$ cat src/sv/dfr_pkg.sv
package dfr_pkg;

    // table geometry
    localparam int MAX_ROWS = 4096;
    localparam int IDX_W    = $clog2(MAX_ROWS);
    localparam int ROW_W    = IDX_W + 1;

    // field widths
    localparam int REQ_W    = 3;
    localparam int ID_W     = 32;
    localparam int STATUS_W = 3;
    localparam int CNT_W    = 13;
    localparam int LIMIT_W  = 16;
    localparam int REQCNT_W = 17;
    localparam int CFG_IDX_W = 2;
    localparam int CFG_DATA_W = 32;

    localparam logic [REQCNT_W-1:0] COUNT_MAX = {REQCNT_W{1'b1}};

    // request codes
    localparam logic [REQ_W-1:0] REQ_RETAIN  = 3'd0;
    localparam logic [REQ_W-1:0] REQ_FINISH  = 3'd1;
    localparam logic [REQ_W-1:0] REQ_REWRITE = 3'd2;
    localparam logic [REQ_W-1:0] REQ_READ    = 3'd3;
    localparam logic [REQ_W-1:0] REQ_CLEAR   = 3'd4;

    // status codes
    localparam logic [STATUS_W-1:0] ST_OK           = 3'd0;
    localparam logic [STATUS_W-1:0] ST_RANGE        = 3'd1;
    localparam logic [STATUS_W-1:0] ST_LIMIT        = 3'd2;
    localparam logic [STATUS_W-1:0] ST_NOT_RETAINED = 3'd3;
    localparam logic [STATUS_W-1:0] ST_NOT_FINISHED = 3'd4;

    // register indexes
    localparam logic [CFG_IDX_W-1:0] CFG_ROW_COUNT   = 2'd0;
    localparam logic [CFG_IDX_W-1:0] CFG_NULL_ENABLE = 2'd1;
    localparam logic [CFG_IDX_W-1:0] CFG_NULL_VALUE  = 2'd2;
    localparam logic [CFG_IDX_W-1:0] CFG_ENTRY_LIMIT = 2'd3;

    // row memory access: presence bit on top of the dense index
    typedef struct packed {
        logic             we;
        logic [IDX_W-1:0] waddr;
        logic [ROW_W-1:0] wdata;
        logic [IDX_W-1:0] raddr;
    } row_req_t;

    // inverse list access
    typedef struct packed {
        logic             we;
        logic [IDX_W-1:0] waddr;
        logic [IDX_W-1:0] wdata;
        logic [IDX_W-1:0] raddr;
    } inv_req_t;

endpackage

$ cat src/sv/dfr_core.sv
module dfr_core
    import dfr_pkg::*;
(
    input  logic                  aclk,
    input  logic                  aresetn,
    input  logic                  cfg_we,
    input  logic [CFG_IDX_W-1:0]  cfg_index,
    input  logic [CFG_DATA_W-1:0] cfg_wdata,
    input  logic                  s_valid,
    output logic                  s_ready,
    input  logic [REQ_W-1:0]      s_req_type,
    input  logic [ID_W-1:0]       s_feature_id,
    output logic                  m_valid,
    input  logic                  m_ready,
    output logic [STATUS_W-1:0]   m_status,
    output logic [CNT_W-1:0]      m_mapped_id,
    output logic [CNT_W-1:0]      m_retained_total,
    output row_req_t              row_req,
    input  logic [ROW_W-1:0]      row_rdata,
    output inv_req_t              inv_req,
    input  logic [IDX_W-1:0]      inv_rdata
);

    typedef enum logic [1:0] {S_CLEAR, S_IDLE, S_LOOKUP, S_WALK} state_t;

    state_t state_reg, state_next;

    logic [CNT_W-1:0]    rows_cfg_reg, rows_cfg_next;
    logic                null_en_reg, null_en_next;
    logic [ID_W-1:0]     null_val_reg, null_val_next;
    logic [LIMIT_W-1:0]  limit_reg, limit_next;

    logic [CNT_W-1:0]    kept_reg, kept_next;
    logic [REQCNT_W-1:0] req_cnt_reg, req_cnt_next;
    logic                fin_reg, fin_next;

    logic [IDX_W-1:0]    clr_cnt_reg, clr_cnt_next;
    logic [CNT_W-1:0]    walk_cnt_reg, walk_cnt_next;
    logic                pend_vld_reg, pend_vld_next;
    logic [IDX_W-1:0]    pend_addr_reg, pend_addr_next;
    logic [CNT_W-1:0]    rank_reg, rank_next;
    logic                lookup_read_reg, lookup_read_next;

    logic                m_valid_reg, m_valid_next;
    logic [STATUS_W-1:0] m_status_reg, m_status_next;
    logic [CNT_W-1:0]    m_mapped_reg, m_mapped_next;
    logic [CNT_W-1:0]    m_total_reg, m_total_next;

    logic                res_vld;
    logic [STATUS_W-1:0] res_status;
    logic [CNT_W-1:0]    res_mapped;
    logic                accept;
    logic                is_null;
    logic                oversize;

    assign s_ready  = (state_reg == S_IDLE) && (!m_valid_reg || m_ready);
    assign accept   = s_valid && s_ready;
    assign is_null  = null_en_reg && (s_feature_id == null_val_reg);
    assign oversize = rows_cfg_reg > CNT_W'(MAX_ROWS);

    assign m_valid          = m_valid_reg;
    assign m_status         = m_status_reg;
    assign m_mapped_id      = m_mapped_reg;
    assign m_retained_total = m_total_reg;

    always_comb begin
        state_next       = state_reg;
        rows_cfg_next    = rows_cfg_reg;
        null_en_next     = null_en_reg;
        null_val_next    = null_val_reg;
        limit_next       = limit_reg;
        kept_next        = kept_reg;
        req_cnt_next     = req_cnt_reg;
        fin_next         = fin_reg;
        clr_cnt_next     = clr_cnt_reg;
        walk_cnt_next    = walk_cnt_reg;
        pend_vld_next    = pend_vld_reg;
        pend_addr_next   = pend_addr_reg;
        rank_next        = rank_reg;
        lookup_read_next = lookup_read_reg;
        m_valid_next     = m_valid_reg && !m_ready;
        m_status_next    = m_status_reg;
        m_mapped_next    = m_mapped_reg;
        m_total_next     = m_total_reg;
        res_vld          = 1'b0;
        res_status       = ST_OK;
        res_mapped       = '0;
        row_req          = '0;
        inv_req          = '0;

        if (cfg_we) begin
            case (cfg_index)
                CFG_ROW_COUNT:   rows_cfg_next = cfg_wdata[CNT_W-1:0];
                CFG_NULL_ENABLE: null_en_next  = cfg_wdata[0];
                CFG_NULL_VALUE:  null_val_next = cfg_wdata[ID_W-1:0];
                CFG_ENTRY_LIMIT: limit_next    = cfg_wdata[LIMIT_W-1:0];
                default: ;
            endcase
        end

        case (state_reg)
            S_CLEAR: begin
                row_req.we    = 1'b1;
                row_req.waddr = clr_cnt_reg;
                row_req.wdata = '0;
                clr_cnt_next  = clr_cnt_reg + 1'b1;
                if (clr_cnt_reg == IDX_W'(MAX_ROWS - 1)) begin
                    state_next = S_IDLE;
                end
            end
            S_IDLE: begin
                if (accept) begin
                    case (s_req_type)
                        REQ_RETAIN: begin
                            if (req_cnt_reg != COUNT_MAX) begin
                                req_cnt_next = req_cnt_reg + 1'b1;
                            end
                            fin_next = 1'b0;
                            res_vld  = 1'b1;
                            if (req_cnt_reg >= REQCNT_W'(limit_reg) || oversize) begin
                                res_status = ST_LIMIT;
                            end else if (is_null) begin
                                res_status = ST_OK;
                            end else if (s_feature_id >= ID_W'(rows_cfg_reg)) begin
                                res_status = ST_RANGE;
                            end else begin
                                row_req.we    = 1'b1;
                                row_req.waddr = s_feature_id[IDX_W-1:0];
                                row_req.wdata = {1'b1, {IDX_W{1'b0}}};
                            end
                        end
                        REQ_FINISH: begin
                            if (oversize) begin
                                res_vld    = 1'b1;
                                res_status = ST_LIMIT;
                            end else begin
                                state_next    = S_WALK;
                                walk_cnt_next = '0;
                                pend_vld_next = 1'b0;
                                rank_next     = '0;
                            end
                        end
                        REQ_REWRITE: begin
                            if (!fin_reg) begin
                                res_vld    = 1'b1;
                                res_status = ST_NOT_FINISHED;
                            end else if (is_null) begin
                                res_vld    = 1'b1;
                                res_mapped = kept_reg;
                            end else if (s_feature_id >= ID_W'(MAX_ROWS)) begin
                                res_vld    = 1'b1;
                                res_status = ST_NOT_RETAINED;
                            end else begin
                                row_req.raddr    = s_feature_id[IDX_W-1:0];
                                lookup_read_next = 1'b0;
                                state_next       = S_LOOKUP;
                            end
                        end
                        REQ_READ: begin
                            if (!fin_reg) begin
                                res_vld    = 1'b1;
                                res_status = ST_NOT_FINISHED;
                            end else if (s_feature_id >= ID_W'(kept_reg)) begin
                                res_vld    = 1'b1;
                                res_status = ST_RANGE;
                            end else begin
                                inv_req.raddr    = s_feature_id[IDX_W-1:0];
                                lookup_read_next = 1'b1;
                                state_next       = S_LOOKUP;
                            end
                        end
                        REQ_CLEAR: begin
                            kept_next    = '0;
                            req_cnt_next = '0;
                            fin_next     = 1'b0;
                            clr_cnt_next = '0;
                            state_next   = S_CLEAR;
                            res_vld      = 1'b1;
                        end
                        default: begin
                            res_vld = 1'b1;
                        end
                    endcase
                end
            end
            S_LOOKUP: begin
                res_vld    = 1'b1;
                state_next = S_IDLE;
                if (lookup_read_reg) begin
                    res_mapped = CNT_W'(inv_rdata);
                end else if (row_rdata[ROW_W-1]) begin
                    res_mapped = CNT_W'(row_rdata[IDX_W-1:0]);
                end else begin
                    res_status = ST_NOT_RETAINED;
                end
            end
            S_WALK: begin
                // issue side: one row read per cycle
                if (walk_cnt_reg != CNT_W'(MAX_ROWS)) begin
                    row_req.raddr  = walk_cnt_reg[IDX_W-1:0];
                    pend_vld_next  = 1'b1;
                    pend_addr_next = walk_cnt_reg[IDX_W-1:0];
                    walk_cnt_next  = walk_cnt_reg + 1'b1;
                end else begin
                    pend_vld_next = 1'b0;
                end
                // return side: rank the row that came back
                if (pend_vld_reg) begin
                    if (CNT_W'(pend_addr_reg) >= rows_cfg_reg) begin
                        row_req.we    = 1'b1;
                        row_req.waddr = pend_addr_reg;
                        row_req.wdata = '0;
                    end else if (row_rdata[ROW_W-1]) begin
                        row_req.we    = 1'b1;
                        row_req.waddr = pend_addr_reg;
                        row_req.wdata = {1'b1, rank_reg[IDX_W-1:0]};
                        inv_req.we    = 1'b1;
                        inv_req.waddr = rank_reg[IDX_W-1:0];
                        inv_req.wdata = pend_addr_reg;
                        rank_next     = rank_reg + 1'b1;
                    end
                    if (pend_addr_reg == IDX_W'(MAX_ROWS - 1)) begin
                        kept_next  = rank_next;
                        fin_next   = 1'b1;
                        res_vld    = 1'b1;
                        state_next = S_IDLE;
                    end
                end
            end
            default: begin
                state_next = S_IDLE;
            end
        endcase

        if (res_vld) begin
            m_valid_next  = 1'b1;
            m_status_next = res_status;
            m_mapped_next = res_mapped;
            m_total_next  = kept_next;
        end
    end

    always_ff @(posedge aclk) begin
        if (!aresetn) begin
            state_reg       <= S_CLEAR;
            rows_cfg_reg    <= '0;
            null_en_reg     <= 1'b0;
            null_val_reg    <= '0;
            limit_reg       <= {LIMIT_W{1'b1}};
            kept_reg        <= '0;
            req_cnt_reg     <= '0;
            fin_reg         <= 1'b0;
            clr_cnt_reg     <= '0;
            walk_cnt_reg    <= '0;
            pend_vld_reg    <= 1'b0;
            rank_reg        <= '0;
            lookup_read_reg <= 1'b0;
            m_valid_reg     <= 1'b0;
        end else begin
            state_reg       <= state_next;
            rows_cfg_reg    <= rows_cfg_next;
            null_en_reg     <= null_en_next;
            null_val_reg    <= null_val_next;
            limit_reg       <= limit_next;
            kept_reg        <= kept_next;
            req_cnt_reg     <= req_cnt_next;
            fin_reg         <= fin_next;
            clr_cnt_reg     <= clr_cnt_next;
            walk_cnt_reg    <= walk_cnt_next;
            pend_vld_reg    <= pend_vld_next;
            rank_reg        <= rank_next;
            lookup_read_reg <= lookup_read_next;
            m_valid_reg     <= m_valid_next;
        end
        pend_addr_reg <= pend_addr_next;
        m_status_reg  <= m_status_next;
        m_mapped_reg  <= m_mapped_next;
        m_total_reg   <= m_total_next;
    end

endmodule
$ cat config.mk
export PLATFORM = sky130hd
export DESIGN_NAME = dfr_core
export DESIGN_NICKNAME = d
export VERILOG_FILES = /design/src/sv/dfr_pkg.sv /design/src/sv/dfr_core.sv
export SDC_FILE = /design/constraint.sdc
export NUM_CORES = 1
export LEC_CHECK = 0
export ABC_AREA = 1
export BUFFER_PORTS_ARGS = -buffer_cell sky130_fd_sc_hd__buf_2
export CORE_ASPECT_RATIO = 2
export CORE_MARGIN = 3
export CORE_UTILIZATION = 45
export CTS_BUF_LIST = sky130_fd_sc_hd__clkbuf_16
export CTS_CLUSTER_SIZE = 10
export DETAILED_ROUTE_END_ITERATION = 8
export PLACE_DENSITY = 0.79
export SLEW_MARGIN = 20
export SYNTH_ARGS = -nofsm -noshare
export SYNTH_HDL_FRONTEND = slang
export SYNTH_SLANG_ARGS = --single-unit
$ cat constraint.sdc
create_clock -name aclk -period 2.55 [get_ports aclk]
set_input_delay 0.255 -clock aclk [delete_from_list [all_inputs] [get_ports aclk]]
set_output_delay 0.255 -clock aclk [all_outputs]
set_load 0.01 [all_outputs]
==> flow_metrics.py <==
metrics = {
    "clock_network": {
        "clock-sinks": 177,
        "cts_root_buffer": "clkbuf_16",
        "cts.clk_slew.worst_paths_ns": 0.07,
        "cts_max_path_buffers": 2,
        "numCtsBuffers": 17,
        "insertion_delay_ns": 0.46,
        "cts_tree": "yes",
        "htree_levels": 4,
        "holdBufCountCts": 0,
    },
    "synth": {
        "ys.flop_type": "dfxtp_1",
        "yosysTopAreaCell": "dfxtp_1",
        "synthArstFlopShare_pct": 0,
        "syn-num-nets": 1878,
        "yosysWarnings": 0,
        "avgSynthCellArea_um2": 6.62,
        "synth_edf_count": 41,
        "ys_ff_latch": 177,
        "yosys.area.top_type_share_pct": 24.0,
        "ys_seq_area_share_pct": 34.9,
        "syn_inst": 1713,
        "synthTopCellsByArea": "dfxtp_1 24%, nand2_1 14%, edfxtp_1 11%, inv_1 8.2%, a21oi_1 7.8%",
        "syn_area_um2": 11300,
        "synth.distinct_cells": 46,
    },
    "route": {
        "wirelength_um": 43000,
        "ant_nets": 0,
        "dr_total_vias": 12900,
        "viasPerCell": 5.58,
        "post_drt_wl_per_cell_um": 18.6,
        "drc": 0,
        "dr.pass1.iters": 6,
        "drt_iter0_drc": 991,
    },
    "timing": {
        "finClkSkew_ns": 0.0113,
        "max_slew_margin_pct": 42.4,
        "tightestPinTransition_ns": 0.864,
        "rsz0062_at_grt": "true",
        "max_freq_mhz": 329,
        "timing.final.crit_share_pct": 119,
        "hold_viol": 0,
        "setup_violations": 51,
        "fin_crit_ns": 3.04,
        "slew_violations": 0,
        "timing.final.ws_setup_ns": -0.491,
    },
    "power_and_ir_drop": {
        "power_density_nw_per_um2": 431,
        "pwr-share-comb_pct": 12.7,
        "pwr-share-clk_pct": 40.9,
        "seqPwrFrac_pct": 46.5,
        "switching_share_pct": 27.1,
        "ir_drop_mv": 0.398,
        "cellLeakagePower_nw": 6.52,
        "p_sw_mw": 1.71,
        "p_int_mw": 4.60,
    },
    "cells_and_area": {
        "fill_cells": 2299,
        "fin_util_pct": 59.5,
        "layout.nets": 2134,
        "drive_above_1_share_pct": 24.5,
        "area_growth_pct": 29.2,
        "fin_cells": 2315,
        "largest_register_ffs": 32,
        "layout_commonest_cell": "nand2_1",
        "layout_common_cells": "420 x nand2_1, 228 x inv_1, 203 x buf_2",
        "final_cell_area_um2": 14600,
    },
    "global_route": {
        "grt_util_all_layers_pct": 30.2,
        "grt_max_degree": 62,
        "grt_pass1_wl_um": 63800,
        "grt_pass1_vias": 12500,
        "antenna_found_initial": 1,
        "gr-total-overflow": 0,
    },
    "critical_path": {
        "cp.arrival_ns": 2.79,
        "reg2reg_from": "pend_addr_reg[11]",
        "cp.required_ns": 2.30,
        "cp-startpoint": "req_cnt_reg[5]",
        "r2r-end": "m_status[0]",
        "critPathKind": "reg2out",
        "start_kind": "flop",
        "worst-r2r-setup-slack_ns": 0.15,
        "cp-endpoint": "row_req[28]",
        "reg2reg_depth": 12,
        "cp-end-kind": "output port",
        "cp_max_fo": 6,
    },
    "status": {
        "status": "complete, but fails checks",
        "failed_checks": "setup timing",
    },
    "floorplanning": {
        "ioPinCount": 205,
        "die_width_um": 118,
        "core_um2": 24600,
        "initial_utilization_pct": 46.0,
        "die_y_um": 230,
        "dieArea_um2": 27200,
        "rows": 81,
    },
    "flow_run": {
        "max_cap_viol_count": 0,
    },
    "place": {
        "place_congestion": 1.06,
        "placed_cell_area_um2": 13000,
        "dpl.hpwl_um": 32700,
        "port_buffers": 204,
        "place_inst": 2245,
    },
    "worst_hold_path": {
        "worstHoldPathType": "in2reg",
    },
}
## worst max-delay path, cell delays in order (launching register included)
cell and delay (ns):
dfxtp_1 0.44, ha_1 0.28, nand2_1 0.08, nor2_1 0.05, nand2_1 0.06, nand2_1 0.06, nand2_2 0.09, and2_4 0.14
nand4_1 0.22, nor2_4 0.29, buf_6 0.19, nand3_1 0.13, a21oi_2 0.15, buf_2 0.15
## layer usage
metal	global-route usage, %	vias to the layer above	routed length [um]
met5	0	-	0
met4	25.5	0	4210
met3	7.28	271	3200
met2	55.0	635	21600
met1	27.8	5912	13900
li1	-	6091	-
## kinds of logic (layout without fill, tap and decap cells)
family                     count (synthesis)  after routing  share of synthesized area, %
DFF                                      177            177                          34.9
other                                      0              1                             0
AOI/OAI and AO/OA                        331            331                          15.5
adders and majority gates                 66             66                          7.28
buffers and inverters                    309            577                          10.4
and+or+nand+nor                          805            806                          30.1
xor gates and xnor gates                  25             25                          1.93
## worst min-delay path by stage
stage	start	to	depth (start not counted)
2_1_floorplan	cfg_wdata[0]	limit_reg[0]	2
3_3_place_gp	clr_cnt_reg[2]	clr_cnt_reg[2]	1
3_5_place_dp	clr_cnt_reg[2]	clr_cnt_reg[2]	1
4_1_cts	cfg_wdata[13]	limit_reg[13]	3
5_1_grt	cfg_wdata[14]	limit_reg[14]	3
6_report	cfg_wdata[14]	limit_reg[14]	3
## metrics by stage
step | setup WS, ns | hold WS [ns] | setup TNS (ns) | power, mW
after CTS | -0.370 | 0.0143 | -13.10 | 6.29
after global routing | -0.560 | 0.0294 | -19.03 | 6.53
after global placement | -0.193 | 0.422 | -0.497 | 3.69
final | -0.491 | 0.0343 | -12.26 | 6.32
after floorplan | 0.0187 | 0.381 | 0 | 3.39
after detailed placement | -0.237 | 0.455 | -0.972 | 3.70
## power groups by stage
| stage | sequential, mW | combinational [mW] | clock, mW |
|---|---|---|---|
| final | 2.93 | 0.799 | 2.58 |
| after global routing | 2.94 | 0.873 | 2.72 |
| after CTS | 2.93 | 0.744 | 2.61 |
| after detailed placement | 3.00 | 0.707 | 0 |
| after global placement | 2.99 | 0.693 | 0 |
| after floorplan | 2.99 | 0.405 | 0 |
## repair_timing
action,CTS,global route
gates cloned,2,1
gates resized for setup,101,88
buffers inserted,13,21
setup endpoints to repair,75,110
pin swaps,26,37
## cell usage after synthesis (all sizes together), types with 3 or more instances
master  number
nand2      437
inv        252
a21oi      177
nor2       172
dfxtp      136
o21ai      115
nand3      102
ha          66
nor3        52
clkbuf      41
edfxtp      41
nand4       24
xor2        23
buf         13
nor4        11
o22ai       10
a211oi       7
o211ai       6
a31oi        4
a21o         3
clkinv       3
o21a         3
## final cells by class
class | count | area [um^2] | share of cell area, %
Multi-Input combinational cell | 1228 | 6950 | 47.4
Sequential cell | 177 | 3990 | 27.3
Timing Repair Buffer | 290 | 1770 | 12.1
Inverter | 255 | 970 | 6.62
Clock buffer | 17 | 425 | 2.90
Tap cell | 332 | 415 | 2.84
Clock inverter | 15 | 124 | 0.846
Antenna cell | 1 | 2.50 | 0.0171
(Power assumes the default switching activity.)
